[src/design/glmd_pkg.sv]
// shared types, constants and helpers of the grid local minimum detector
`default_nettype none

package glmd_pkg;

    localparam int MAX_HEIGHT = 256;
    localparam int MAX_WIDTH  = 1024;
    localparam int VALUE_BITS = 16;

    localparam int ROW_BITS    = $clog2(MAX_HEIGHT);
    localparam int COL_BITS    = $clog2(MAX_WIDTH);
    localparam int HEIGHT_BITS = 9;
    localparam int WIDTH_BITS  = 11;
    localparam int PHASE_BITS  = 8;
    localparam int CFG_IDX_BITS  = 3;
    localparam int CFG_DATA_BITS = 11;

    typedef enum logic [CFG_IDX_BITS-1:0] {
        CFG_MAP_WIDTH    = 3'd0,
        CFG_MAP_HEIGHT   = 3'd1,
        CFG_ALIGN_ENABLE = 3'd2,
        CFG_ALIGN_PERIOD = 3'd3,
        CFG_ALIGN_OFFSET = 3'd4
    } t_cfg_index;

    typedef struct packed {
        logic                  present;
        logic [VALUE_BITS-1:0] value;
    } t_cell;

    // 3x3 window around the reported cell: cm/c0/cp column -1/0/+1, rm/r0/rp row -1/0/+1
    typedef struct packed {
        t_cell self;
        t_cell cm_rm;
        t_cell cm_r0;
        t_cell cm_rp;
        t_cell c0_rm;
        t_cell c0_rp;
        t_cell cp_rm;
        t_cell cp_r0;
        t_cell cp_rp;
    } t_window;

    typedef struct packed {
        logic col_first;
        logic col_last;
        logic row_first;
        logic row_last;
        logic aligned;
    } t_edge_flags;

    function automatic logic smaller(input t_cell nb, input t_cell ref_cell);
        smaller = nb.present && (nb.value < ref_cell.value);
    endfunction

endpackage

`default_nettype wire

[src/design/glmd_line_ram.sv]
// one-column line store: 17-bit cells, registered read, old data on a same-address write
`default_nettype none

module glmd_line_ram (
    input  wire                          i_clk,
    input  wire                          i_wr_en,
    input  wire  [glmd_pkg::ROW_BITS-1:0] i_wr_addr,
    input  glmd_pkg::t_cell              i_wr_data,
    input  wire                          i_rd_en,
    input  wire  [glmd_pkg::ROW_BITS-1:0] i_rd_addr,
    output glmd_pkg::t_cell              o_rd_data
);
    import glmd_pkg::*;

    t_cell r_mem [MAX_HEIGHT];
    t_cell r_rd_data;

    always_ff @(posedge i_clk) begin
        if (i_rd_en) begin
            r_rd_data <= r_mem[i_rd_addr];
        end
        if (i_wr_en) begin
            r_mem[i_wr_addr] <= i_wr_data;
        end
    end

    assign o_rd_data = r_rd_data;

endmodule

`default_nettype wire

[config.mk]
export PLATFORM = sky130hd
export DESIGN_NAME = glmd_line_ram
export DESIGN_NICKNAME = d
export VERILOG_FILES = /design/src/design/glmd_pkg.sv /design/src/design/glmd_line_ram.sv
export SDC_FILE = /design/constraint.sdc
export NUM_CORES = 2
export LEC_CHECK = 0
export BUFFER_PORTS_ARGS = -buffer_cell sky130_fd_sc_hd__buf_2
export CAP_MARGIN = 20
export CORE_ASPECT_RATIO = 0.75
export CORE_MARGIN = 5
export CORE_UTILIZATION = 55
export CTS_CLUSTER_DIAMETER = 40
export DETAILED_ROUTE_END_ITERATION = 7
export PLACE_DENSITY = 0.82
export SLEW_MARGIN = 20
export SYNTH_ARGS = -nofsm -noshare
export SYNTH_HDL_FRONTEND = slang
export SYNTH_MEMORY_MAX_BITS = 65536
export SYNTH_SLANG_ARGS = --single-unit
export TNS_END_PERCENT = 30
[constraint.sdc]
create_clock -name i_clk -period 3.3 [get_ports i_clk]
set_input_delay 0.825 -clock i_clk [delete_from_list [all_inputs] [get_ports i_clk]]
set_output_delay 0.825 -clock i_clk [all_outputs]
set_load 0.05 [all_outputs]
## Word-level counts from Yosys, hierarchy flattened

Memories as Yosys holds them, arrays and structs flattened. A register that Yosys moved wholly into a read port is not among the register bits.
Cells that the tools add are included.

- Memories kept: 1
- Bits in registers: 0
- Input bits: 36
- Output and inout port bits: 17
- Logic and storage cells: 3
- Bits in writable memories: 4352

- Mux-type cells: 2

Memory list:

| memory | words | bits a word | rd ports | clocked after memory_dff | write ports | line | source |
|---|---|---|---|---|---|---|---|
| r_mem | 256 | 17 | 1 | 1 | 1 | glmd_line_ram.sv:15 | `t_cell r_mem [MAX_HEIGHT];` |

Operators with widths:

| cell | number |
|---|---|
| $mux 1 | 2 |

## Depth between registers and ports, before layout

- Depth after elaboration: 2
- Mapped depth: 13
- Depth with buffers taken out: 7

## Worst setup path before layout

OpenSTA, ideal clock, no wires.

- Kind: in2reg
- Start: input port i_rd_addr[0] (netlist bit)
- End: register o_rd_data[13] (netlist name)
- Cell stages on the path: 9
- Arrival time: 2.877 ns
- Setup time: 0.256 ns
- Path slack: 0.167 ns
- Cell sequence: buf_6 buf_12 buf_12 buf_2 mux4_2 mux4_2 a22oi_1 nand3_1 and4_1

RTL lines:

| item | line | source |
|---|---|---|
| start: declaration | glmd_line_ram.sv:10 | `input wire [glmd_pkg::ROW_BITS-1:0] i_rd_addr,` |

==> impl_results.md <==
- Status: finished, violations left
- Failing checks: DRC, setup timing
- CTS clk-pin slew, worst paths: 60 ps
- Synth async-reset ratio: 0%
- TNS Setup: -159 ps
- Slew headroom: a little under a quarter
- Worst Setup EP: o_rd_data[13]$_DFFE_PP_
- Final Cycle Share: 103%
- Layout Skew: slightly below 90 ps
- Crit-path max cell delay: about 660 ps
- Yosys reg bits: 4,369
- Max cap viols: 0
- Critical path type: in -> reg
- DP Cell Count: between 10,000 and 15,000
- R2r worst-path depth: 8
- Crit path launch: i_rd_addr[0]
- Initial Util: 55.3%
- Top_reg_cell synth: edfxtp_1
- Fin cells: about 14,000
- I/O pins: 53
- Die Wd: between 600 and 700 um
- Hold Fails Final Rpt: 0
- Fin area: 198,000 sq um
- Post-Syn Area per Cell: between 20 and 25 sq um
- CTS Buffer Depth: 4
- Average routed wire per standard cell: 38.3 um
- Stages on worst setup path: 12
- Setup violators final: 2
- Post-synthesis cell count: between 7,000 and 8,000
- Min-delay worst type: in -> reg
- CP Data Arrival Time: roughly 4200 ps
- Total Wirelength: roughly 520 mm
- Largest net degree at the start of global routing: between 100 and 150
- R2R Path End: o_rd_data[0]$_DFFE_PP_
- DP Worst Slack: -898 ps
- Final core utilization: 64.5%
- Remaining antenna violation count: 0
- Crit path capture type: register
- Die area: roughly 320,000 sq um
- CP Cell Sequence: buf_12 -> buf_12 -> buf_4 -> buf_4 -> mux2i_1 -> o22ai_1 -> or3_1 -> o311a_1 -> nor3_1 -> nor4_1 -> buf_4 -> and4_1
- GRT Total Usage: 31.8%
- DRT iter0 DRCs: about 20,000
- Buf+Inv Stages, Crit Path: 5
- H-tree depth: 5
- Max rail drop VDD: 530 uV
- Vias per cell: 7.11
- WP data required: approximately 4100 ps
- DRT Pass-1 Iters: 6
- Via count: a little under 100k
- Leakage: 64.8 nW
- Fmax: slightly below 0.3 GHz
- Slack of the critical path: -91.2 ps
- GP Congestion: roughly 1.0
- Worst R2R Start: r_mem[194][0]$_DFFE_PP_
- Die Span Y: roughly 500 um
- R2r setup slk: about 320 ps
- Yosys warns: 0
- Core area: approximately 300,000 sq um
- Synthesized area: 170,000 sq um
- Critical path startpoint category: input port
- Global-route wire length before repair: 722 mm
- Initial antenna violation count: around 50
- RSZ-0062 raised after global routing: true
- CP max FO: 17
- Area delta synth->final: 16.5%
- CP max stage cell: o22ai_1
- Residual DRC count: 3
- Max Transition Viols Final: 0
- Top-area cell type share of the netlist area: between 70% and 80%
- TritonCTS Buffers: approximately 440
- Clock Latency Late Sink: between 900 and 1000 ps
- Pwr dens: between 600 and 700 nW/um^2
- Post-synth top area cell: edfxtp_1
- Dpl hpwl: ~290 mm
- WHS: around 400 ps
- Nets@finish: 9,072
- Sequential area share after synthesis: between 70 and 80%
- Post-synth net total: ~7,800
- CP top delay family: buffers and inverters
- Root buf cell: clkbuf_16
- Post-Place Cell Area: 183,000 sq um
- Clock sink count: 4,369
- Port bufs: between 50 and 60
- Total gr overflow: 0
- Min Clock Period, post-route: around 3400 ps
- Share of cells above drive strength 1: between 30% and 40%
- Post-synth EDFFs: approximately 4,400
- Post-CTS setup buffer count: 0
- CTS tree: built
- Most common cell on crit path: buf_4
- Cell variety after synth: 73
- Synth top area cells: edfxtp_1 (77%), mux4_2 (12%), mux2i_1 (3.0%)
- Pwr Total: roughly 120 mW
- Worst Tran Pin Value: 1150 ps
- Rows: 176
- Vias in the first global route: 94,500
==> layout make-up <==
| type | count | area, sq um |
|---|---|---|
| fill | 18200 | 109000 |
| clock inverter | 297 | 3290 |
| multi-input combinational | 2957 | 35400 |
| clock buffer | 515 | 11600 |
| inverter | 5 | 31.3 |
| sequential | 4369 | 131000 |
| timing repair buffer | 1259 | 11200 |
| antenna | 31 | 77.6 |
| tap | 4094 | 5120 |
==> how the worst min path moves through the flow <==
stage | from | to | cells after the start
floorplan | i_wr_data[0] | r_mem[0][0]$_DFFE_PP_ | 0
finish | i_wr_data[10] | r_mem[96][10]$_DFFE_PP_ | 1
detailed placement | r_mem[166][2]$_DFFE_PP_ | o_rd_data[2]$_DFFE_PP_ | 5
CTS | i_wr_data[7] | r_mem[115][7]$_DFFE_PP_ | 1
global route | i_wr_data[10] | r_mem[96][10]$_DFFE_PP_ | 1
global placement | r_mem[172][14]$_DFFE_PP_ | o_rd_data[14]$_DFFE_PP_ | 5
==> layout by cell type (no fill, tap or decap), types with 14 or more instances in the layout <==
cell type and n:
o221ai_1 134, mux4_2 897, nor3_1 105, nor2_1 231
a211oi_1 16, buf_2 30, diode_2 31, or3_1 14
nand4_1 21, mux2_2 20, inv_6 14, clkbuf_1 61
a22oi_1 32, nand2_1 216, a21oi_1 108, mux4_1 46
mux2i_1 509, a31oi_1 14, edfxtp_1 4369, nand3_1 65
clkinv_4 24, buf_4 1072, clkinv_1 72, o21ai_0 41
bufinv_16 56, nor2_2 101, nor4_1 14, o311a_1 14
clkinv_2 71, clkbuf_16 454, buf_12 136, o22ai_1 184
clkinvlp_4 40
==> sequential cells by signal (all words and copies together) (netlist names) <==
register	count
o_rd_data	17
r_mem	4352
==> Yosys cell counts, types with 20 or more instances <==
master and n:
nand3_1 65, mux4_1 46, edfxtp_1 4369, buf_12 44, buf_2 95, buf_8 30, o21ai_0 42, o22ai_1 186
o221ai_1 134, clkbuf_1 150, mux2i_1 509, a21oi_1 108, nand2_1 216, nor2_1 333, nor3_1 109, buf_1 38
buf_6 57, mux4_2 897, buf_4 37, mux2_2 20, a22oi_1 33, nand4_1 21
==> logic make-up after synthesis <==
logic type	after synthesis	share of synthesized area (%)
AOI/OAI and AO/OA	649	2.70
muxes	1472	15.7
DFF	4369	77.2
buffers and inverters	471	2.14
and+or+nand+nor	836	2.19
==> repair_timing <==
item                       4_1_cts  5_1_grt
pin swaps                        0        0
hold buffers                     0        0
setup endpoints to repair        2        6
cloned                           0        0
resized for setup                2        9
==> per-layer routing <==
metal,part of all wire (%),track usage (%)
met5,0.024,0
met2,46,48.0
met4,5.5,14.0
met1,32,42.0
met3,17,11.8
==> worst register-to-register path, cell delays in order (launching register included) <==
cell and delay (ps):
edfxtp_1 390, mux2i_1 100, o22ai_1 270, buf_4 170
nor3_1 50, nor3_1 840, or3_1 240, nand4_1 350
a311oi_2 420
==> report_power, final <==
part,internal [mW],switching (mW)
registers,61.2,0.102
clock network,29.7,22.0
logic,2.59,4.42
No activity file was read; power rests on OpenSTA's default activity.
