===== src/design/glmd_pkg.sv =====
// shared types, constants and helpers of the grid local minimum detector
`default_nettype none

package glmd_pkg;

    localparam int MAX_HEIGHT = 256;
    localparam int MAX_WIDTH  = 1024;
    localparam int VALUE_BITS = 16;

    localparam int ROW_BITS    = $clog2(MAX_HEIGHT);
    localparam int COL_BITS    = $clog2(MAX_WIDTH);
    localparam int HEIGHT_BITS = 9;
    localparam int WIDTH_BITS  = 11;
    localparam int PHASE_BITS  = 8;
    localparam int CFG_IDX_BITS  = 3;
    localparam int CFG_DATA_BITS = 11;

    typedef enum logic [CFG_IDX_BITS-1:0] {
        CFG_MAP_WIDTH    = 3'd0,
        CFG_MAP_HEIGHT   = 3'd1,
        CFG_ALIGN_ENABLE = 3'd2,
        CFG_ALIGN_PERIOD = 3'd3,
        CFG_ALIGN_OFFSET = 3'd4
    } t_cfg_index;

    typedef struct packed {
        logic                  present;
        logic [VALUE_BITS-1:0] value;
    } t_cell;

    // 3x3 window around the reported cell: cm/c0/cp column -1/0/+1, rm/r0/rp row -1/0/+1
    typedef struct packed {
        t_cell self;
        t_cell cm_rm;
        t_cell cm_r0;
        t_cell cm_rp;
        t_cell c0_rm;
        t_cell c0_rp;
        t_cell cp_rm;
        t_cell cp_r0;
        t_cell cp_rp;
    } t_window;

    typedef struct packed {
        logic col_first;
        logic col_last;
        logic row_first;
        logic row_last;
        logic aligned;
    } t_edge_flags;

    function automatic logic smaller(input t_cell nb, input t_cell ref_cell);
        smaller = nb.present && (nb.value < ref_cell.value);
    endfunction

endpackage

`default_nettype wire


===== src/design/glmd_window_eval.sv =====
// non-strict local minimum over the 3x3 window, honouring map edges and diagonal mode
`default_nettype none

module glmd_window_eval (
    input  glmd_pkg::t_window     i_win,
    input  glmd_pkg::t_edge_flags i_flags,
    output logic                  o_is_min
);
    import glmd_pkg::*;

    logic cm, cp, rm, rp, full;
    logic hit;

    always_comb begin
        cm   = !i_flags.col_first;
        cp   = !i_flags.col_last;
        rm   = !i_flags.row_first;
        rp   = !i_flags.row_last;
        full = !i_flags.aligned;
        hit  = (cm && rm && smaller(i_win.cm_rm, i_win.self))
            || (full && cm && smaller(i_win.cm_r0, i_win.self))
            || (full && cm && rp && smaller(i_win.cm_rp, i_win.self))
            || (full && rm && smaller(i_win.c0_rm, i_win.self))
            || (full && rp && smaller(i_win.c0_rp, i_win.self))
            || (full && cp && rm && smaller(i_win.cp_rm, i_win.self))
            || (full && cp && smaller(i_win.cp_r0, i_win.self))
            || (cp && rp && smaller(i_win.cp_rp, i_win.self));
        o_is_min = i_win.self.present && !hit;
    end

endmodule

`default_nettype wire


===== config.mk =====
export PLATFORM = sky130hd
export DESIGN_NAME = glmd_window_eval
export DESIGN_NICKNAME = d
export VERILOG_FILES = /design/src/design/glmd_pkg.sv /design/src/design/glmd_window_eval.sv
export SDC_FILE = /design/constraint.sdc
export NUM_CORES = 1
export LEC_CHECK = 0
export ABC_AREA = 1
export BUFFER_PORTS_ARGS = -buffer_cell sky130_fd_sc_hd__buf_2
export CORE_MARGIN = 10
export CORE_UTILIZATION = 47
export DETAILED_ROUTE_END_ITERATION = 12
export GPL_TIMING_DRIVEN = 0
export MAX_ROUTING_LAYER = met4
export PLACE_DENSITY = 0.95
export SYNTH_ARGS = -nofsm -noshare
export SYNTH_HDL_FRONTEND = slang
export SYNTH_SLANG_ARGS = --single-unit

===== constraint.sdc =====
create_clock -name vclk -period 1.9
set_input_delay 0.19 -clock vclk [all_inputs]
set_output_delay 0.19 -clock vclk [all_outputs]
set_load 0.03 [all_outputs]

=== Word level (Yosys, flattened, before mapping) ===
Index checks and enable logic that the tools add are counted.

* Order comparisons: 8
* Reductions and logical operators: 38

{| class="wikitable"
|+ Operator list
! cell !! number
|-
| $lt 16x16->1 || 8
|-
| $logic_and 1x1->1 || 25
|-
| $logic_or 1x1->1 || 7
|-
| $logic_not 1->1 || 6
|}

* Bits in registers: 0
* Input bits: 158
* Logic and storage cells: 46

=== Longest topological paths before layout ===
* Depth after elaboration: 12
* Gate-level depth with buffers: 14

=== Worst setup path after synthesis ===
OpenSTA, ideal clock, no wires.

* Kind: input to output
* Start point: input i_win[151] (netlist name)
* End point: output o_is_min
* Arrival: 1.661 ns
* Path slack: 0.049 ns
* Stages on the path: 10
* Path buffers: 0
* Path through: inv_1 ha_1 nand2_1 nor4_1 nand2_1 nand4_1 nand2_1 nor2_1 nand4_1 nor2_1

* Cells in the longest elaborated chain, start to end: 12

{| class="wikitable"
|+ RTL lines
! element !! line !! text
|-
| start, declared || glmd_window_eval.sv:5 || <nowiki>input glmd_pkg::t_window i_win,</nowiki>
|-
| $lt 16x16->1 || glmd_pkg.sv:53 || <nowiki>smaller = nb.present && (nb.value < ref_cell.value);</nowiki>
|-
| $logic_and 1x1->1 || glmd_pkg.sv:53 ||
|-
| $logic_and 1x1->1 (on tied branches) || glmd_window_eval.sv:20, glmd_window_eval.sv:21 ||
|-
| $logic_or 1x1->1 || glmd_window_eval.sv:21 || <nowiki>|| (full && cm && smaller(i_win.cm_r0, i_win.self))</nowiki>
|-
| $logic_or 1x1->1 || glmd_window_eval.sv:22 || <nowiki>|| (full && cm && rp && smaller(i_win.cm_rp, i_win.self))</nowiki>
|-
| $logic_or 1x1->1 || glmd_window_eval.sv:23 || <nowiki>|| (full && rm && smaller(i_win.c0_rm, i_win.self))</nowiki>
|-
| $logic_or 1x1->1 || glmd_window_eval.sv:24 || <nowiki>|| (full && rp && smaller(i_win.c0_rp, i_win.self))</nowiki>
|-
| $logic_or 1x1->1 || glmd_window_eval.sv:25 || <nowiki>|| (full && cp && rm && smaller(i_win.cp_rm, i_win.self))</nowiki>
|-
| $logic_or 1x1->1 || glmd_window_eval.sv:26 || <nowiki>|| (full && cp && smaller(i_win.cp_r0, i_win.self))</nowiki>
|-
| $logic_or 1x1->1 (*) || glmd_window_eval.sv:27 || <nowiki>|| (cp && rp && smaller(i_win.cp_rp, i_win.self));</nowiki>
|-
| $logic_not 1->1 (*) || glmd_window_eval.sv:28 || <nowiki>o_is_min = i_win.self.present && !hit;</nowiki>
|-
| $logic_and 1x1->1 (*) || glmd_window_eval.sv:28 ||
|-
| end, declared || glmd_window_eval.sv:7 || <nowiki>output logic o_is_min</nowiki>
|}

Mark *: on every way between the ends. The rest lies on a longest branch, timed or not.

=== Final worst setup path ===
* Start point: input i_win[145] (netlist name)
* End point: output o_is_min

The elaborated chain is that of the path after synthesis.

==> qor.csv <==
stage,metric,value,unit
grt,grt_usage,20.3,%
critical_path,cpMostUsedCell,nand2_1,
final_layout,layout.nets,856,
final_layout,diodes,0,
final_layout,clock_buffers,0,
sta,setup_ws,-0.268,ns
final_layout,seq_cells,0,
power,clkPwrFrac,0,%
critical_path,crit_arrival,1.98,ns
grt,gr-usage-met3,2.13,%
floorplan,num_rows,27,
route,routed_wl,10100,um
grt,grt_max_degree,9,
final_layout,drive_above_1_share,32.5,%
critical_path,path_cells,buf_2 > inv_1 > ha_1 > nand2_1 > nor4_1 > nand2_1 > nand4_1 > nand2_1 > nor2_2 > nand4_1 > nor2_1 > buf_4,
grt,grt_use_met2,38.4,%
power,p_per_area,208,nW/um^2
hold_path,whs_path_depth,5,
route,drt_pass1_iterations,4,
final_layout,fill_cells,491,
route,drc,0,
final_layout,instances_no_fill,648,
power,power_frac_comb,100.0,%
floorplan,die_x,96.8,um
grt,grt-busiest-layer,met2,
final_layout,final_area,3800,um^2
logic_synthesis,yosysTopAreaCellShare,54.2,%
logic_synthesis,ys_seq_area_share,0,%
critical_path,slowest_delay,0.34,ns
route,avgRoutedWirePerCell,15.7,um
grt,grt_overflow,0,
route,ant_nets,0,
status,violations,setup timing,
sta,hold_viol,0,
floorplan,ioPinCount,159,
route,vias,3459,
logic_synthesis,yosys-top-cells-area,"ha_1, nand2_1, a21oi_1",
logic_synthesis,synth.distinct_cells,19,
power,peakVddDrop,0.111,mV
power,p_sw,421,uW
placed_design,placed_cell_area,3660,um^2
final_layout,seqCellArea,0,um^2
critical_path,worstPathMaxFanout,8,
critical_path,start_kind,input port,
run,cap_violations,0,
hold_path,whs_endpoint,o_is_min,
critical_path,cpMaxStageDelayCell,ha_1,
critical_path,critPathKind,in2out,
grt,antenna_found_initial,0,
logic_synthesis,yosysTopAreaCell,ha_1,
hold_path,min_path_type,in2out,
grt,first_global_vias,3633,
status,status,"complete, but fails checks",
clock_network,hold_buffers,0,
sta,fin_crit,2.17,ns
sta,worstMarginPinSlew,0.387,ns
logic_synthesis,yosysWarningCount,0,
floorplan,die_area,9360,um^2
critical_path,worstPathRequired,1.71,ns
placed_design,place.gp.congestion,0.925,
logic_synthesis,syn_avg_cell_area,6.81,um^2
sta,relSlewSlack,74.2,%
placed_design,hpwl,8930,um
sta,setup_violations,1,
floorplan,die_height,96.8,um
power,switching_share,53.1,%
grt,grt_pass1_wl,16100,um
critical_path,critPathCaptureType,primary output,
power,p_seq_share,0,%
logic_synthesis,syn_area,2770,um^2
placed_design,portBuffers,159,
logic_synthesis,syn_nets,685,
grt,use_met1,21.5,%
floorplan,start_util,49.4,%
sta,slew_violations,0,
route,drt-initial-drc-count,87,
floorplan,core,5610,um^2
critical_path,crit_start,i_win[145],
sta,fmax,461,MHz
power,leakagePower,0.00226,uW
logic_synthesis,syn_inst,407,
sta,fin_crit_sh,114,%
placed_design,dp.cells,638,
logic_synthesis,synth_common_cells,"ha_1, nand2_1, a21oi_1",
placed_design,place_ws,-0.283,ns
sta,rsz0062_at_grt,yes,
power,p_int,371,uW
final_layout,area_delta_synth_final,37.2,%
hold_path,min_from,i_win[16],
power,total_power,792,uW
logic_synthesis,synth_most_common_cell,ha_1,
route,via_per_inst,5.34,
[metal layers]
layer	routed length [um]	share of wire, %	vias up
li1	-	-	1776
met1	4070	40	1533
met2	5300	52	126
met3	478	4.7	24
met4	301	3.0	0
met5	0	0	-
[worst max path at each step]
stage                          end  cells after the start  slack, ns
after floorplan           o_is_min                     10       0.05
after global placement    o_is_min                     12      -0.18
after detailed placement  o_is_min                     12      -0.28
after CTS                 o_is_min                     14      -0.14
after global routing      o_is_min                     12      -0.34
final                     o_is_min                     12      -0.27
[cells in the final DEF (no fill, tap or decap), drive strengths merged, types with 9 or more instances in the layout]
| cell type | n |
|---|---|
| inv | 37 |
| o21ai | 22 |
| a21oi | 57 |
| clkinvlp | 9 |
| nor2 | 27 |
| nand4 | 10 |
| buf | 169 |
| ha | 120 |
| nand2 | 95 |
| nand3 | 11 |
[cell families (layout without fill, tap and decap cells)]
family	Yosys count	count (layout)	share of synthesized area, %
and+or+nand+nor	157	157	23.7
adders and majority gates	120	120	54.2
AOI/OAI and AO/OA	84	84	15.9
buffers and inverters	46	215	6.23
[critical path, delay by kind of cell]
| kind | cells | cell delay [ns] |
|---|---|---|
| buffers and inverters | 3 | 0.42 |
| AND/OR/NAND/NOR | 8 | 1.02 |
| adder cells (fa/ha/maj) | 1 | 0.34 |
[metrics by stage]
| stage | hold slack (ns) | TNS [ns] | utilization [%] |
|---|---|---|---|
| floorplan | 0.632 | 0 | - |
| global placement | 0.841 | -0.181 | 65.2 |
| finish | 0.875 | -0.268 | 67.8 |
| CTS | 0.846 | -0.138 | 66.9 |
| global route | 0.887 | -0.344 | 67.8 |
| detailed placement | 0.856 | -0.283 | 65.2 |
[area by class of cell]
type,count,area [um^2],share of cell area [%]
multi-input cells,361,2630,69.2
well taps,72,90.1,2.37
repair buffers,169,873,23.0
inverters,46,206,5.43
[power by group through the flow]
stage          clock (uW)  combinational (uW)  sequential, uW
5_1_grt                 0                 912               0
6_report                0                 792               0
3_5_place_dp            0                 748               0
2_1_floorplan           0                 442               0
4_1_cts                 0                 777               0
3_3_place_gp            0                 694               0
[what timing repair did]
| action | 4_1_cts | 5_1_grt |
|---|---|---|
| gates resized for setup | 12 | 4 |
| setup endpoints to repair | 1 | 1 |
| setup buffers | 6 | 4 |
| hold endpoints to repair | 0 | 0 |
| pin swaps | 2 | 0 |
(Power assumes the default switching activity.)
